### src/sv/aef_pkg.sv
`timescale 1ns / 1ps
// Shared types and constants for the audio envelope follower.
// Stand-alone package; used by audio_envelope_follower_cv.
package aef_pkg;

  // Configuration register indexes
  localparam logic [2:0] REG_ENABLED         = 3'd0;
  localparam logic [2:0] REG_ACTIVE_CHANNELS = 3'd1;
  localparam logic [2:0] REG_ATTACK_COEF     = 3'd2;
  localparam logic [2:0] REG_RELEASE_COEF    = 3'd3;
  localparam logic [2:0] REG_GAIN            = 3'd4;
  localparam logic [2:0] REG_OUT_MIN         = 3'd5;
  localparam logic [2:0] REG_OUT_MAX         = 3'd6;

  localparam int CFG_W  = 17;   // widest register
  localparam int ENV_W  = 18;   // envelope, Q2.16
  localparam int Q16_W  = 17;   // 0..1.0 in Q0.16
  localparam int MUL_N  = 17;   // multiplier bits shifted per product
  localparam int ACC_W  = 21;   // upper partial product, signed
  localparam int CNT_W  = 5;

  localparam logic [CNT_W-1:0] STEP_LAST = 5'd17;
  localparam logic [Q16_W-1:0] ONE_Q16   = 17'h10000;

  typedef enum logic [3:0] {
    ST_IDLE = 4'b0001,
    ST_ENV  = 4'b0010,
    ST_LVL  = 4'b0100,
    ST_MAP  = 4'b1000
  } state_t;

endpackage

### src/sv/audio_envelope_follower_cv.sv
`timescale 1ns / 1ps
// Peak envelope follower with attack/release smoothing and a control-value map.
// Depends on aef_pkg for register indexes, widths and the sequencer state type.
//
// Usage:
//   Input channel s_*: one audio frame per beat, left and right Q1.15 samples.
//   Output channel m_*: one beat per frame, mapped cv_value and level, Q0.16.
//   Config port cfg_*: write-only, one register per cycle while cfg_we is high;
//   write only while the block is idle.
//
// Timing:
//   Every product runs on one shared shift-and-add unit that retires one
//   multiplier bit per cycle, then closes the product in a final step.
//   Three products per frame (envelope smoothing, gain, output map) run in
//   turn after the beat is taken; with the follower disabled the smoothing
//   product is skipped. The next frame is taken once the result lands in the
//   output register, so the block takes no new frame while one is in work.
//
// Reset (rst, synchronous) clears the envelope, loads the register defaults
// and empties the output register. While the receiver stalls, the result is
// held in the output register; a finished next frame waits in the sequencer
// until the output register frees up, and no further input beat is taken.
module audio_envelope_follower_cv #(
  parameter int CHANNELS = 2
) (
  input  logic        clk,
  input  logic        rst,
  input  logic        s_tvalid,
  output logic        s_tready,
  input  logic [31:0] s_tdata,    // [15:0] left_sample, [31:16] right_sample
  output logic        m_tvalid,
  input  logic        m_tready,
  output logic [39:0] m_tdata,    // [16:0] cv_value, [33:17] level, rest zero
  input  logic        cfg_we,
  input  logic [2:0]  cfg_index,
  input  logic [aef_pkg::CFG_W-1:0] cfg_data
);

  localparam int MaxCh = (CHANNELS < 2) ? CHANNELS : 2;
  localparam logic [1:0] MaxChCode = 2'(MaxCh);

  // configuration registers
  logic        enabled;
  logic [1:0]  active_channels;
  logic [15:0] attack_coef;
  logic [15:0] release_coef;
  logic [14:0] gain;
  logic [aef_pkg::Q16_W-1:0] out_min;
  logic [aef_pkg::Q16_W-1:0] out_max;

  always_ff @(posedge clk) begin
    if (rst) begin
      enabled         <= 1'b1;
      active_channels <= 2'd2;
      attack_coef     <= '0;
      release_coef    <= '0;
      gain            <= 15'd256;
      out_min         <= '0;
      out_max         <= aef_pkg::ONE_Q16;
    end else if (cfg_we) begin
      case (cfg_index)
        aef_pkg::REG_ENABLED:         enabled         <= cfg_data[0];
        aef_pkg::REG_ACTIVE_CHANNELS: active_channels <= cfg_data[1:0];
        aef_pkg::REG_ATTACK_COEF:     attack_coef     <= cfg_data[15:0];
        aef_pkg::REG_RELEASE_COEF:    release_coef    <= cfg_data[15:0];
        aef_pkg::REG_GAIN:            gain            <= cfg_data[14:0];
        aef_pkg::REG_OUT_MIN:         out_min         <= cfg_data;
        aef_pkg::REG_OUT_MAX:         out_max         <= cfg_data;
        default: ;
      endcase
    end
  end

  // sequencer and shift-and-add unit
  aef_pkg::state_t state;
  logic [aef_pkg::CNT_W-1:0] cnt;
  logic signed [aef_pkg::ACC_W-1:0] acc_hi;     // upper partial product
  logic [aef_pkg::MUL_N-1:0]        mq;         // multiplier, low product bits
  logic signed [18:0]               mcand;      // multiplicand
  logic [aef_pkg::ENV_W-1:0]        envelope;
  logic [aef_pkg::ENV_W-1:0]        samp;       // rectified frame, Q2.16
  logic [aef_pkg::Q16_W-1:0]        level_r;

  // rectified frame sum
  logic [1:0]         nch_raw, nch;
  logic signed [16:0] frame_sum;
  logic [16:0]        frame_abs;
  logic [aef_pkg::ENV_W-1:0] frame_s;

  always_comb begin
    nch_raw = (active_channels == 2'd3) ? 2'd2 : active_channels;
    nch     = (nch_raw > MaxChCode) ? MaxChCode : nch_raw;
    frame_sum = '0;
    if (nch >= 2'd1) frame_sum = frame_sum + 17'(signed'(s_tdata[15:0]));
    if (nch >= 2'd2) frame_sum = frame_sum + 17'(signed'(s_tdata[31:16]));
    frame_abs = frame_sum[16] ? 17'(-frame_sum) : 17'(frame_sum);
    frame_s   = {frame_abs, 1'b0};
  end

  // one multiplier bit per step
  logic signed [aef_pkg::ACC_W-1:0] acc_sum;
  always_comb begin
    acc_sum = acc_hi;
    if (mq[0]) acc_sum = acc_hi + aef_pkg::ACC_W'(mcand);
  end

  // product close-out for each phase
  logic [21:0] env_sum;
  logic [aef_pkg::ENV_W-1:0] env_new;
  logic [29:0] lvl_sum;
  logic [aef_pkg::Q16_W-1:0] lvl_sat;
  logic [aef_pkg::Q16_W-1:0] lo_sat, hi_sat, d_mag;
  logic        map_down;
  logic [21:0] mag_sum;
  logic [aef_pkg::Q16_W-1:0] cv_new;

  always_comb begin
    env_sum = 22'({acc_hi, mq[16]}) + 22'(samp) + 22'(mq[15]);
    env_new = env_sum[aef_pkg::ENV_W-1:0];
    lvl_sum = 30'({acc_hi, mq[16:8]}) + 30'(mq[7]);
    lvl_sat = (lvl_sum > 30'(aef_pkg::ONE_Q16)) ? aef_pkg::ONE_Q16 : lvl_sum[16:0];
    lo_sat  = (out_min > aef_pkg::ONE_Q16) ? aef_pkg::ONE_Q16 : out_min;
    hi_sat  = (out_max > aef_pkg::ONE_Q16) ? aef_pkg::ONE_Q16 : out_max;
    map_down = hi_sat < lo_sat;
    d_mag   = map_down ? (lo_sat - hi_sat) : (hi_sat - lo_sat);
    mag_sum = 22'({acc_hi, mq[16]}) + 22'(mq[15]);
    cv_new  = map_down ? (lo_sat - mag_sum[16:0]) : (lo_sat + mag_sum[16:0]);
  end

  logic in_beat, out_free, step_end, out_load;
  assign s_tready = (state == aef_pkg::ST_IDLE);
  assign in_beat  = s_tvalid && s_tready;
  assign out_free = !m_tvalid || m_tready;
  assign step_end = (cnt == aef_pkg::STEP_LAST);
  assign out_load = (state == aef_pkg::ST_MAP) && step_end && out_free;

  logic [aef_pkg::Q16_W-1:0] cv_out, level_out;
  assign m_tdata = {6'd0, level_out, cv_out};

  // output valid: set on a fresh result, drop once the beat is taken
  always_ff @(posedge clk) begin
    if (rst) begin
      m_tvalid <= 1'b0;
    end else if (out_load) begin
      m_tvalid <= 1'b1;
    end else if (m_tready) begin
      m_tvalid <= 1'b0;
    end
  end

  always_ff @(posedge clk) begin
    if (rst) begin
      state    <= aef_pkg::ST_IDLE;
      cnt      <= '0;
      envelope <= '0;
    end else begin
      case (state)
        aef_pkg::ST_IDLE: begin
          if (in_beat) begin
            cnt    <= '0;
            acc_hi <= '0;
            samp   <= frame_s;
            if (enabled) begin
              // smoothing: coef*(env - s), s*65536 added at close-out
              mcand <= 19'({1'b0, envelope}) - 19'({1'b0, frame_s});
              mq    <= (frame_s > envelope) ? {1'b0, attack_coef} : {1'b0, release_coef};
              state <= aef_pkg::ST_ENV;
            end else begin
              mcand <= 19'(envelope);
              mq    <= 17'(gain);
              state <= aef_pkg::ST_LVL;
            end
          end
        end
        aef_pkg::ST_ENV: begin
          if (step_end) begin
            envelope <= env_new;
            cnt      <= '0;
            acc_hi   <= '0;
            mcand    <= 19'(env_new);
            mq       <= 17'(gain);
            state    <= aef_pkg::ST_LVL;
          end else begin
            cnt    <= cnt + 1'b1;
            acc_hi <= acc_sum >>> 1;
            mq     <= {acc_sum[0], mq[16:1]};
          end
        end
        aef_pkg::ST_LVL: begin
          if (step_end) begin
            level_r <= lvl_sat;
            cnt     <= '0;
            acc_hi  <= '0;
            mcand   <= 19'(d_mag);
            mq      <= lvl_sat;
            state   <= aef_pkg::ST_MAP;
          end else begin
            cnt    <= cnt + 1'b1;
            acc_hi <= acc_sum >>> 1;
            mq     <= {acc_sum[0], mq[16:1]};
          end
        end
        aef_pkg::ST_MAP: begin
          if (step_end) begin
            // hold the finished product until the output register frees up
            if (out_free) begin
              cv_out    <= cv_new;
              level_out <= level_r;
              state     <= aef_pkg::ST_IDLE;
            end
          end else begin
            cnt    <= cnt + 1'b1;
            acc_hi <= acc_sum >>> 1;
            mq     <= {acc_sum[0], mq[16:1]};
          end
        end
        default: state <= aef_pkg::ST_IDLE;
      endcase
    end
  end

  // checks
  a_cnt_range: assert property (@(posedge clk) disable iff (rst)
    cnt <= aef_pkg::STEP_LAST)
    else $error("step counter ran past the last multiplier bit");

  a_beat_starts: assert property (@(posedge clk) disable iff (rst)
    in_beat |=> (state == aef_pkg::ST_ENV || state == aef_pkg::ST_LVL))
    else $error("accepted frame did not start a product");

  a_hold_env: assert property (@(posedge clk) disable iff (rst)
    (in_beat && !enabled) |=> $stable(envelope))
    else $error("envelope changed while follower disabled");

  a_level_sat: assert property (@(posedge clk) disable iff (rst)
    m_tvalid |-> level_out <= aef_pkg::ONE_Q16)
    else $error("level above full scale");

  a_out_load: assert property (@(posedge clk) disable iff (rst)
    $rose(m_tvalid) |-> $past(state) == aef_pkg::ST_MAP)
    else $error("result presented outside output-map close-out");

endmodule
### config.mk
export PLATFORM = sky130hd
export DESIGN_NAME = audio_envelope_follower_cv
export DESIGN_NICKNAME = d
export VERILOG_FILES = /design/src/sv/aef_pkg.sv /design/src/sv/audio_envelope_follower_cv.sv
export SDC_FILE = /design/constraint.sdc
export NUM_CORES = 1
export LEC_CHECK = 0
export ABC_AREA = 1
export BUFFER_PORTS_ARGS = -buffer_cell sky130_fd_sc_hd__buf_2
export CAP_MARGIN = 20
export CORE_MARGIN = 2
export CORE_UTILIZATION = 41
export DETAILED_ROUTE_END_ITERATION = 10
export PLACE_DENSITY = 0.68
export REMOVE_ABC_BUFFERS = 1
export SLEW_MARGIN = 20
export SYNTH_ARGS = -nofsm -noshare
export SYNTH_HDL_FRONTEND = slang
export SYNTH_SLANG_ARGS = --single-unit
### constraint.sdc
create_clock -name clk -period 13.5 [get_ports clk]
set_input_delay 0.675 -clock clk [delete_from_list [all_inputs] [get_ports clk]]
set_output_delay 0.675 -clock clk [all_outputs]
set_load 0.02 [all_outputs]
==> impl_metrics.env, run 1 <==
export IMPL_postSynthAreaPerCell_sq_um=7.26
export IMPL_run_status="finished clean"
export IMPL_h_tree_depth=1
export IMPL_fillerInstances=4219
export IMPL_cts_hold_buffers=0
export IMPL_hpwlAfterDp_um=41100
export IMPL_fin_tns_setup_ns=0
export IMPL_nNetsFinal=2626
export IMPL_critPathRequiredTime_ns=13.80
export IMPL_critPathMostFrequentCell="sky130_fd_sc_hd__nand2_1"
export IMPL_layout_cells_sized_above_1=0.0752
export IMPL_detail_route_drc_violations=0
export IMPL_syn_area_sq_um=17300
export IMPL_max_slew_margin_rel=0.309
export IMPL_die_width_um=209
export IMPL_finalPower_mw=3.12
export IMPL_maxCapViolCount=0
export IMPL_cts_path_max_buffers=3
export IMPL_layout_worst_path_cycle_share=0.491
export IMPL_grt_util_all_layers=0.235
export IMPL_cts_setup_buffers=0
export IMPL_static_leakage_power_nw=8.76
export IMPL_fmax_mhz=151
export IMPL_cp_max_fo=27
export IMPL_first_global_vias=14920
export IMPL_sequential_to_total_area_share_from_yosys_stat=0.346
export IMPL_rsz0062_at_grt="no"
export IMPL_netSwitchingPower_mw=1.32
export IMPL_stdcell_count=3000
export IMPL_clkSinkCount=236
export IMPL_synthesis_yosys_warnings=0
export IMPL_cells_resized_by_post_cts_repair=0
export IMPL_report_final_setup_viol=0
export IMPL_avgRoutedWirePerCell_um=17.3
export IMPL_syn_inst=2376
export IMPL_powerDensity_nw_per_um2=163
export IMPL_async_reset_ff_frac=0
export IMPL_ys_dominant_reg_cell="sky130_fd_sc_hd__edfxtp_1"
export IMPL_ys_ff_latch=236
export IMPL_coreArea_sq_um=41800
export IMPL_routabilityCongestion=0.938
export IMPL_hold_viol_final=0
export IMPL_cell_family_with_most_cp_delay="compound AO/OA/AOI/OAI gates"
export IMPL_first_pass_grt_wire_length_um=81900
export IMPL_leading_cell_types_by_count_after_synthesis="sky130_fd_sc_hd__nand2_1 (374), sky130_fd_sc_hd__inv_1 (369), sky130_fd_sc_hd__a21oi_1 (258)"
export IMPL_core_rowCount=75
export IMPL_route_vias_total=16026
export IMPL_tritoncts_clock_tree="built"
export IMPL_grt_start_max_net_pins=80
export IMPL_finalCriticalPeriod_ns=6.63
export IMPL_starting_drc_count_in_detailed_routing=1430
export IMPL_timing_critical_path_buf_inv=3
export IMPL_yosys_area_top_type_share=0.216
export IMPL_globalRouteOverflowTotal=0
export IMPL_worst_case_vdd_ir_drop_mv=0.110
export IMPL_top_level_ports=99
export IMPL_swShare=0.422
export IMPL_io_buffer_count=92
export IMPL_count_leader_synth="sky130_fd_sc_hd__nand2_1"
export IMPL_area_growth_syn_to_layout_pct=10.7
export IMPL_critical_path_max_stage_delay_ns=0.47
export IMPL_path_clk_slew_ns=0.06
export IMPL_area_contributors_post_synth="sky130_fd_sc_hd__edfxtp_1 (22%), sky130_fd_sc_hd__dfxtp_1 (13%), sky130_fd_sc_hd__ha_1 (8.8%), sky130_fd_sc_hd__nand2_1 (8.1%), sky130_fd_sc_hd__inv_1 (8.0%)"
export IMPL_clkPwrFrac=0.236
export IMPL_arrival_ns=6.93
export IMPL_num_antenna_cells=0
export IMPL_synth_cell_types=53
export IMPL_effective_utilization_at_floorplan=0.413
export IMPL_floorplan_die_height_um=209
export IMPL_setup_worst_path_start_class="flop"
export IMPL_viasPerCell=5.34
export IMPL_finalMaxSlewViolations=0
export IMPL_p_seq_frac=0.323
export IMPL_number_of_antenna_violations_at_the_first_check_in_global_routing=1
export IMPL_wl_um=51900
export IMPL_critical_path_slowest_cell="sky130_fd_sc_hd__nor4_1"
export IMPL_drt_first_pass_iters=5
export IMPL_placed_cells_incl_taps=2949
export IMPL_combinationalPowerShare=0.441
export IMPL_yosys_area_top_type="sky130_fd_sc_hd__edfxtp_1"
export IMPL_hold_class="input pin to flop"
export IMPL_worst_setup_path_type="flop to flop"
export IMPL_worst_skew_pair_late_latency_ns=0.56
export IMPL_synth_enable_flop_cells=124
export IMPL_critPathCaptureType="flop"
export IMPL_p_int_mw=1.80
export IMPL_tightestPinTransition_ns=1.03
export IMPL_finalClockSkew_ns=0.0131
export IMPL_dieArea_sq_um=43700
export IMPL_antenna_left=0
export IMPL_cts_buffers_inserted=28
export IMPL_clock_tree_root_cell="sky130_fd_sc_hd__clkbuf_16"
==> worst paths after layout <==
kind / depth (start not counted) / endpoint / slack, ns / from
setup reg to reg: 35 / cv_out[16] / 6.87 / out_min[0]
setup / recovery: 35 / cv_out[16] / 6.87 / out_min[0]
hold reg to reg: 0 / level_out[14] / 0.42 / level_r[14]
hold / removal: 3 / out_max[16] / 0.38 / cfg_data[16]
==> cells by family after synthesis <==
logic type	Yosys count	share of synthesized area
flip-flops	236	0.346
AND/OR/NAND/NOR	852	0.211
adder cells (fa/ha/maj)	129	0.0966
buffers and inverters	457	0.102
multiplexers	3	0.00174
AO/OA/AOI/OAI	578	0.182
XOR/XNOR	120	0.0609
other	1	0.000217
==> cells in the final DEF, fill, tap and decap left out, drive strengths merged, types with 16 or more instances in the layout <==
cell type    n
xnor2       20
xor2       100
buf        107
nand3      132
a21oi      259
inv        376
o211ai      16
nor2       239
ha         122
edfxtp     124
nor3        36
o21ai      227
nor4        18
clkbuf      43
nand2      383
dfxtp      112
nand4       20
==> flip-flops by register name, summed over array words and instances (netlist names), 15 cells and up <==
register	cells
mcand	19
acc_hi	20
out_min	17
gain	15
level_out	17
samp	17
mq	17
level_r	17
out_max	17
cv_out	17
attack_coef	16
release_coef	16
envelope	18
==> stage by stage <==
stage / instance area [sq um] / utilization / setup slack, ns / hold WS (ns)
after global routing: 19100 / 0.457 / 6.15 / 0.375
after floorplan: 16900 / - / 7.58 / 0.400
after global placement: 18200 / 0.436 / 7.10 / 0.405
after detailed placement: 18200 / 0.436 / 6.97 / 0.406
after CTS: 19100 / 0.457 / 6.95 / 0.358
final: 19100 / 0.457 / 6.87 / 0.378
==> worst min-delay path, stage by stage <==
cell and delay [ns]:
sky130_fd_sc_hd__buf_2 0.11, sky130_fd_sc_hd__nand2_1 0.05, sky130_fd_sc_hd__nand3_1 0.07
==> layer usage <==
layer	up-vias	global-route usage	share of wire	routed length [um]
li1	8026	-	-	-
met1	7398	0.341	0.47	24200
met2	535	0.373	0.44	22800
met3	65	0.0249	0.072	3710
met4	2	0.0623	0.024	1220
met5	-	0	0.00025	13
==> power by group through the flow <==
| stage | clock [mW] | combinational [mW] | sequential, mW |
|---|---|---|---|
| global route | 0.779 | 1.54 | 1.02 |
| global placement | 0 | 1.33 | 1.02 |
| floorplan | 0 | 0.979 | 0.985 |
| detailed placement | 0 | 1.35 | 1.02 |
| finish | 0.736 | 1.38 | 1.01 |
| CTS | 0.749 | 1.36 | 1.01 |
==> cell type report <==
| class | count | area [sq um] | area share |
|---|---|---|---|
| multi-input cells | 1688 | 9570 | 0.501 |
| flip-flops and latches | 236 | 5970 | 0.312 |
| inverters | 379 | 1420 | 0.0745 |
| clock buffers | 43 | 818 | 0.0428 |
| well taps | 539 | 674 | 0.0353 |
| repair buffers | 107 | 573 | 0.0300 |
| clock inverters | 8 | 77.6 | 0.00406 |
Power figures use the tool's default switching activity.
==> run 2: changes to the inputs <==
--- a/config.mk
+++ b/config.mk
@@ -11,7 +11,7 @@
 export CORE_MARGIN = 2
 export CORE_UTILIZATION = 41
 export DETAILED_ROUTE_END_ITERATION = 10
-export PLACE_DENSITY = 0.68
+export PLACE_DENSITY = 0.71
 export REMOVE_ABC_BUFFERS = 1
 export SLEW_MARGIN = 20
 export SYNTH_ARGS = -nofsm -noshare
==> constraint.sdc (replaced) <==
create_clock -name clk -period 5.9 [get_ports clk]
set_input_delay 0.295 -clock clk [delete_from_list [all_inputs] [get_ports clk]]
set_output_delay 0.295 -clock clk [all_outputs]
set_load 0.02 [all_outputs]
==> impl_metrics.env, run 2 (synthesized netlist as in run 1, its figures left out) <==
export IMPL_hpwlAfterDp_um=41200
export IMPL_layout_top_registers="acc_hi: 20 flops, mcand: 19 flops, envelope: 18 flops"
export IMPL_avgRoutedWirePerCell_um=17.3
export IMPL_hold_class="input pin to flop"
export IMPL_dieArea_sq_um=43700
export IMPL_area_growth_syn_to_layout_pct=13.8
export IMPL_setup_worst_path_start_class="flop"
export IMPL_critical_path_max_stage_delay_ns=0.33
export IMPL_coreArea_sq_um=41800
export IMPL_io_buffer_count=92
export IMPL_globalRouteOverflowTotal=0
export IMPL_routabilityCongestion=0.946
export IMPL_worst_skew_pair_late_latency_ns=0.56
export IMPL_critPathCaptureType="flop"
export IMPL_critPathMostFrequentCell="sky130_fd_sc_hd__nand2_1"
export IMPL_h_tree_depth=1
export IMPL_die_width_um=209
export IMPL_finalMaxSlewViolations=0
export IMPL_path_clk_slew_ns=0.06
export IMPL_core_rowCount=75
export IMPL_nNetsFinal=2668
export IMPL_critical_path_slowest_cell="sky130_fd_sc_hd__dfxtp_1"
export IMPL_finalCriticalPeriod_ns=5.50
export IMPL_clock_tree_root_cell="sky130_fd_sc_hd__clkbuf_16"
export IMPL_grt_util_all_layers=0.236
export IMPL_fin_tns_setup_ns=0
export IMPL_number_of_antenna_violations_at_the_first_check_in_global_routing=0
export IMPL_layout_cells_sized_above_1=0.105
export IMPL_viasPerCell=5.37
export IMPL_dr_wl_met3_um=3630
export IMPL_worst_case_vdd_ir_drop_mv=0.270
export IMPL_wl_um=52500
export IMPL_layout_worst_path_cycle_share=0.933
export IMPL_setup_ws_final_ns=0.396
export IMPL_tritoncts_clock_tree="built"
export IMPL_cp_max_fo=7
export IMPL_first_pass_grt_wire_length_um=81900
export IMPL_first_global_vias=15161
export IMPL_final_cell_mix="sky130_fd_sc_hd__nand2_1 (372), sky130_fd_sc_hd__inv_1 (367), sky130_fd_sc_hd__a21oi_1 (252), sky130_fd_sc_hd__nor2_1 (227), sky130_fd_sc_hd__o21ai_0 (215)"
export IMPL_maxUsedRoutingLayer="met4"
export IMPL_detailed_route_wire_length_on_metal_1_um=23700
export IMPL_fillerInstances=4094
export IMPL_finalHoldWorstSlack_ns=0.0851
export IMPL_effective_utilization_at_floorplan=0.413
export IMPL_wl_met2_um=24000
export IMPL_starting_drc_count_in_detailed_routing=1205
export IMPL_static_leakage_power_nw=8.96
export IMPL_run_status="finished clean"
export IMPL_num_antenna_cells=0
export IMPL_floorplan_die_height_um=209
export IMPL_detail_route_drc_violations=0
export IMPL_largest_register="acc_hi"
export IMPL_antenna_left=0
export IMPL_finalCoreUtilization=0.470
export IMPL_fmax_mhz=182
export IMPL_worst_setup_path_type="flop to flop"
export IMPL_powerDensity_nw_per_um2=370
export IMPL_grt_start_max_net_pins=84
export IMPL_place_ws_ns=0.0550
export IMPL_finalClockSkew_ns=0.0181
export IMPL_maxCapViolCount=0
export IMPL_critPathRequiredTime_ns=6.20
export IMPL_max_slew_margin_rel=0.384
export IMPL_arrival_ns=5.81
export IMPL_largest_register_ffs=20
export IMPL_top_level_ports=99
export IMPL_layout_commonest_cell="sky130_fd_sc_hd__nand2_1"
export IMPL_clkSinkCount=236
export IMPL_report_final_setup_viol=0
export IMPL_hold_viol_final=0
export IMPL_cts_path_max_buffers=3
export IMPL_drt_first_pass_iters=5
export IMPL_tightestPinTransition_ns=0.917
export IMPL_route_vias_total=16344
export IMPL_cts_buffers_inserted=28
-- run 2: changes by cell type in the layout (fill, tap and decap cells not counted), moves of 5 or more --
| cell | delta |
|---|---|
| sky130_fd_sc_hd__a21oi_1 | -5 |
| sky130_fd_sc_hd__buf_4 | +40 |
| sky130_fd_sc_hd__clkbuf_1 | -7 |
| sky130_fd_sc_hd__clkinvlp_4 | +5 |
| sky130_fd_sc_hd__ha_1 | -5 |
| sky130_fd_sc_hd__nor2_1 | -9 |
| sky130_fd_sc_hd__nor2_2 | +6 |
| sky130_fd_sc_hd__nor4_1 | -5 |
| sky130_fd_sc_hd__nor4_2 | +5 |
| sky130_fd_sc_hd__o21ai_0 | -8 |
| sky130_fd_sc_hd__o21ai_1 | +5 |
-- run 2: stage by stage --
stage	power, mW	instance area, sq um	instances
final	7.26	19600	3043
after global routing	7.76	19600	3043
after CTS	7.19	19400	3034
after detailed placement	5.43	18400	2981
after global placement	5.38	18400	2981
after floorplan	4.50	16900	2303
-- run 2: path summary, 6_finish.rpt --
path / end / start / cells after the start / slack [ns]
hold reg to reg: level_out[10] / level_r[10] / 0 / 0.42
setup reg to reg: cv_out[15] / out_min[3] / 36 / 0.40
hold / removal: gain[8] / cfg_data[8] / 3 / 0.09
setup / recovery: cv_out[15] / out_min[3] / 36 / 0.40
-- run 2: worst max-delay path, delay by kind of cell, from the launching register on --
family	cells	cell delay, ns
AOI/OAI and AO/OA	15	2.10
xor gates and xnor gates	2	0.21
DFF	1	0.33
and+or+nand+nor	12	1.53
adders and majority gates	2	0.48
buffers and inverters	5	0.57
-- run 2: metal layers --
layer | global-route usage | up-vias
met5 | 0 | -
met4 | 0.0672 | 0
met3 | 0.0269 | 70
met2 | 0.387 | 555
met1 | 0.328 | 7592
li1 | - | 8127
-- run 2: area by class of cell --
cell class / instances / area [sq um] / share of cell area
multi-input combinational: 1689 / 9750 / 0.497
timing repair buffer: 148 / 883 / 0.0450
clock inverter: 19 / 183 / 0.00931
tap: 539 / 674 / 0.0344
inverter: 379 / 1430 / 0.0727
sequential: 236 / 5970 / 0.304
clock buffer: 33 / 751 / 0.0382
-- run 2: timing repair --
action	4_1_cts	5_1_grt
hold buffers	1	0
buffers inserted	0	8
endpoints found under the hold margin	1	0
setup endpoints to repair	0	26
resized for setup	0	51
-- run 2: power by group --
| group | internal [mW] | total [mW] | switching [mW] |
|---|---|---|---|
| Sequential | 2.07 | 2.31 | 0.236 |
| Clock | 1.04 | 1.75 | 0.712 |
| Combinational | 1.11 | 3.20 | 2.09 |
==> run 3: changes to the inputs <==
--- a/config.mk
+++ b/config.mk
@@ -8,6 +8,7 @@
 export ABC_AREA = 1
 export BUFFER_PORTS_ARGS = -buffer_cell sky130_fd_sc_hd__buf_2
 export CAP_MARGIN = 20
+export CORE_ASPECT_RATIO = 1.4
 export CORE_MARGIN = 2
 export CORE_UTILIZATION = 41
 export DETAILED_ROUTE_END_ITERATION = 10
==> impl_metrics.env, run 3 (synthesized netlist as in run 1, its figures left out) <==
export IMPL_effective_utilization_at_floorplan=0.417
export IMPL_layout_top_registers="acc_hi: 20 flops, mcand: 19 flops, envelope: 18 flops"
export IMPL_worst_setup_path_type="flop to flop"
export IMPL_critical_path_max_stage_delay_ns=0.34
export IMPL_drt_first_pass_iters=6
export IMPL_cts_path_max_buffers=3
export IMPL_first_global_vias=15580
export IMPL_coreArea_sq_um=41400
export IMPL_critPathMostFrequentCell="sky130_fd_sc_hd__nand2_1"
export IMPL_antenna_left=0
export IMPL_clock_tree_root_cell="sky130_fd_sc_hd__clkbuf_16"
export IMPL_max_slew_margin_rel=0.387
export IMPL_arrival_ns=5.91
export IMPL_io_buffer_count=92
export IMPL_detail_route_drc_violations=0
export IMPL_top_level_ports=99
export IMPL_tightestPinTransition_ns=0.919
export IMPL_finalCriticalPeriod_ns=5.59
export IMPL_die_width_um=177
export IMPL_grt_util_all_layers=0.238
export IMPL_combinationalPowerShare=0.445
export IMPL_first_pass_grt_wire_length_um=82300
export IMPL_static_leakage_power_nw=8.94
export IMPL_run_status="finished clean"
export IMPL_largest_register_ffs=20
export IMPL_grt_start_max_net_pins=98
export IMPL_hold_class="input pin to flop"
export IMPL_worst_skew_pair_late_latency_ns=0.57
export IMPL_hpwlAfterDp_um=41500
export IMPL_finalCoreUtilization=0.471
export IMPL_cts_buffers_inserted=25
export IMPL_final_cell_mix="sky130_fd_sc_hd__nand2_1 (371), sky130_fd_sc_hd__inv_1 (368), sky130_fd_sc_hd__a21oi_1 (253), sky130_fd_sc_hd__nor2_1 (232), sky130_fd_sc_hd__o21ai_0 (216)"
export IMPL_critPathCaptureType="flop"
export IMPL_floorplan_die_height_um=247
export IMPL_maxCapViolCount=0
export IMPL_path_clk_slew_ns=0.07
export IMPL_clkPwrFrac=0.227
export IMPL_largest_register="acc_hi"
export IMPL_p_int_mw=4.09
export IMPL_wl_um=53000
export IMPL_clkSinkCount=236
export IMPL_hold_viol_final=0
export IMPL_fin_tns_setup_ns=0
export IMPL_h_tree_depth=1
export IMPL_nNetsFinal=2663
export IMPL_netSwitchingPower_mw=3.04
export IMPL_critical_path_slowest_cell="sky130_fd_sc_hd__nor4_2"
export IMPL_area_growth_syn_to_layout_pct=13.0
export IMPL_core_rowCount=88
export IMPL_route_vias_total=16389
export IMPL_dieArea_sq_um=43800
export IMPL_layout_cells_sized_above_1=0.101
export IMPL_setup_worst_path_start_class="flop"
export IMPL_tritoncts_clock_tree="built"
export IMPL_critPathRequiredTime_ns=6.22
export IMPL_finalClockSkew_ns=0.0388
export IMPL_fmax_mhz=179
export IMPL_report_final_setup_viol=0
export IMPL_avgRoutedWirePerCell_um=17.5
export IMPL_routabilityCongestion=0.960
export IMPL_worst_case_vdd_ir_drop_mv=0.224
export IMPL_finalMaxSlewViolations=0
export IMPL_layout_commonest_cell="sky130_fd_sc_hd__nand2_1"
export IMPL_cp_max_fo=9
export IMPL_starting_drc_count_in_detailed_routing=1083
export IMPL_layout_worst_path_cycle_share=0.948
export IMPL_globalRouteOverflowTotal=0
export IMPL_powerDensity_nw_per_um2=365
export IMPL_p_seq_frac=0.328
export IMPL_viasPerCell=5.40
export IMPL_num_antenna_cells=0
export IMPL_swShare=0.426
export IMPL_number_of_antenna_violations_at_the_first_check_in_global_routing=0
## run 3: final cells by class
cell class	instances	area [sq um]
tap	540	676
timing repair buffer	147	876
multi-input combinational	1688	9730
clock buffer	30	669
fill	4150	21900
sequential	236	5970
clock inverter	16	150
inverter	379	1420
## run 3: path summary, 6_finish.rpt
| check | startpoint | end | slack, ns | cells after the start |
|---|---|---|---|---|
| max reg2reg | out_min[12] | cv_out[15] | 0.31 | 36 |
| max | out_min[12] | cv_out[15] | 0.31 | 36 |
| min reg2reg | level_r[7] | level_out[7] | 0.42 | 0 |
| min | cfg_data[6] | out_min[6] | 0.08 | 3 |
## run 3: metrics by stage
| stage | setup slack, ns | std cells | hold slack (ns) | total power, mW | cell area [sq um] |
|---|---|---|---|---|---|
| after global placement | 0.121 | 2983 | 0.406 | 5.38 | 18400 |
| after global routing | -0.0417 | 3036 | 0.0801 | 7.60 | 19500 |
| after detailed placement | 0.0117 | 2983 | 0.405 | 5.44 | 18400 |
| after floorplan | -0.0220 | 2303 | 0.364 | 4.50 | 16900 |
| final | 0.308 | 3036 | 0.0788 | 7.12 | 19500 |
| after CTS | 0.0412 | 3030 | 0.0664 | 7.07 | 19300 |
## run 3: worst max-delay path, delay by kind of cell, from the launching register on
kind                     cells  cell delay [ns]
adder cells (fa/ha/maj)      2             0.49
buffers and inverters        5             0.54
XOR/XNOR                     2             0.22
AO/OA/AOI/OAI               15             2.21
flip-flops                   1             0.33
AND/OR/NAND/NOR             12             1.56
## run 3: power by group through the flow
stage / Clock (mW) / Sequential, mW / Combinational (mW)
after CTS: 1.64 / 2.33 / 3.10
final: 1.62 / 2.33 / 3.17
after global placement: 0 / 2.35 / 3.02
after detailed placement: 0 / 2.36 / 3.08
after floorplan: 0 / 2.25 / 2.24
after global routing: 1.70 / 2.36 / 3.54
## run 3: timing repair
item,4_1_cts,5_1_grt
hold buffers,1,0
gates resized for setup,2,39
buffers inserted,0,6
endpoints found under the hold margin,1,0
pin swaps,0,17
setup endpoints to repair,1,23
cloned,0,0
## run 3: layer usage
layer	track usage	up-vias	wire, um
met4	0.124	0	2900
met1	0.291	7686	21300
met5	0	-	0
met2	0.414	478	26000
met3	0.0221	119	2830
li1	-	8106	-
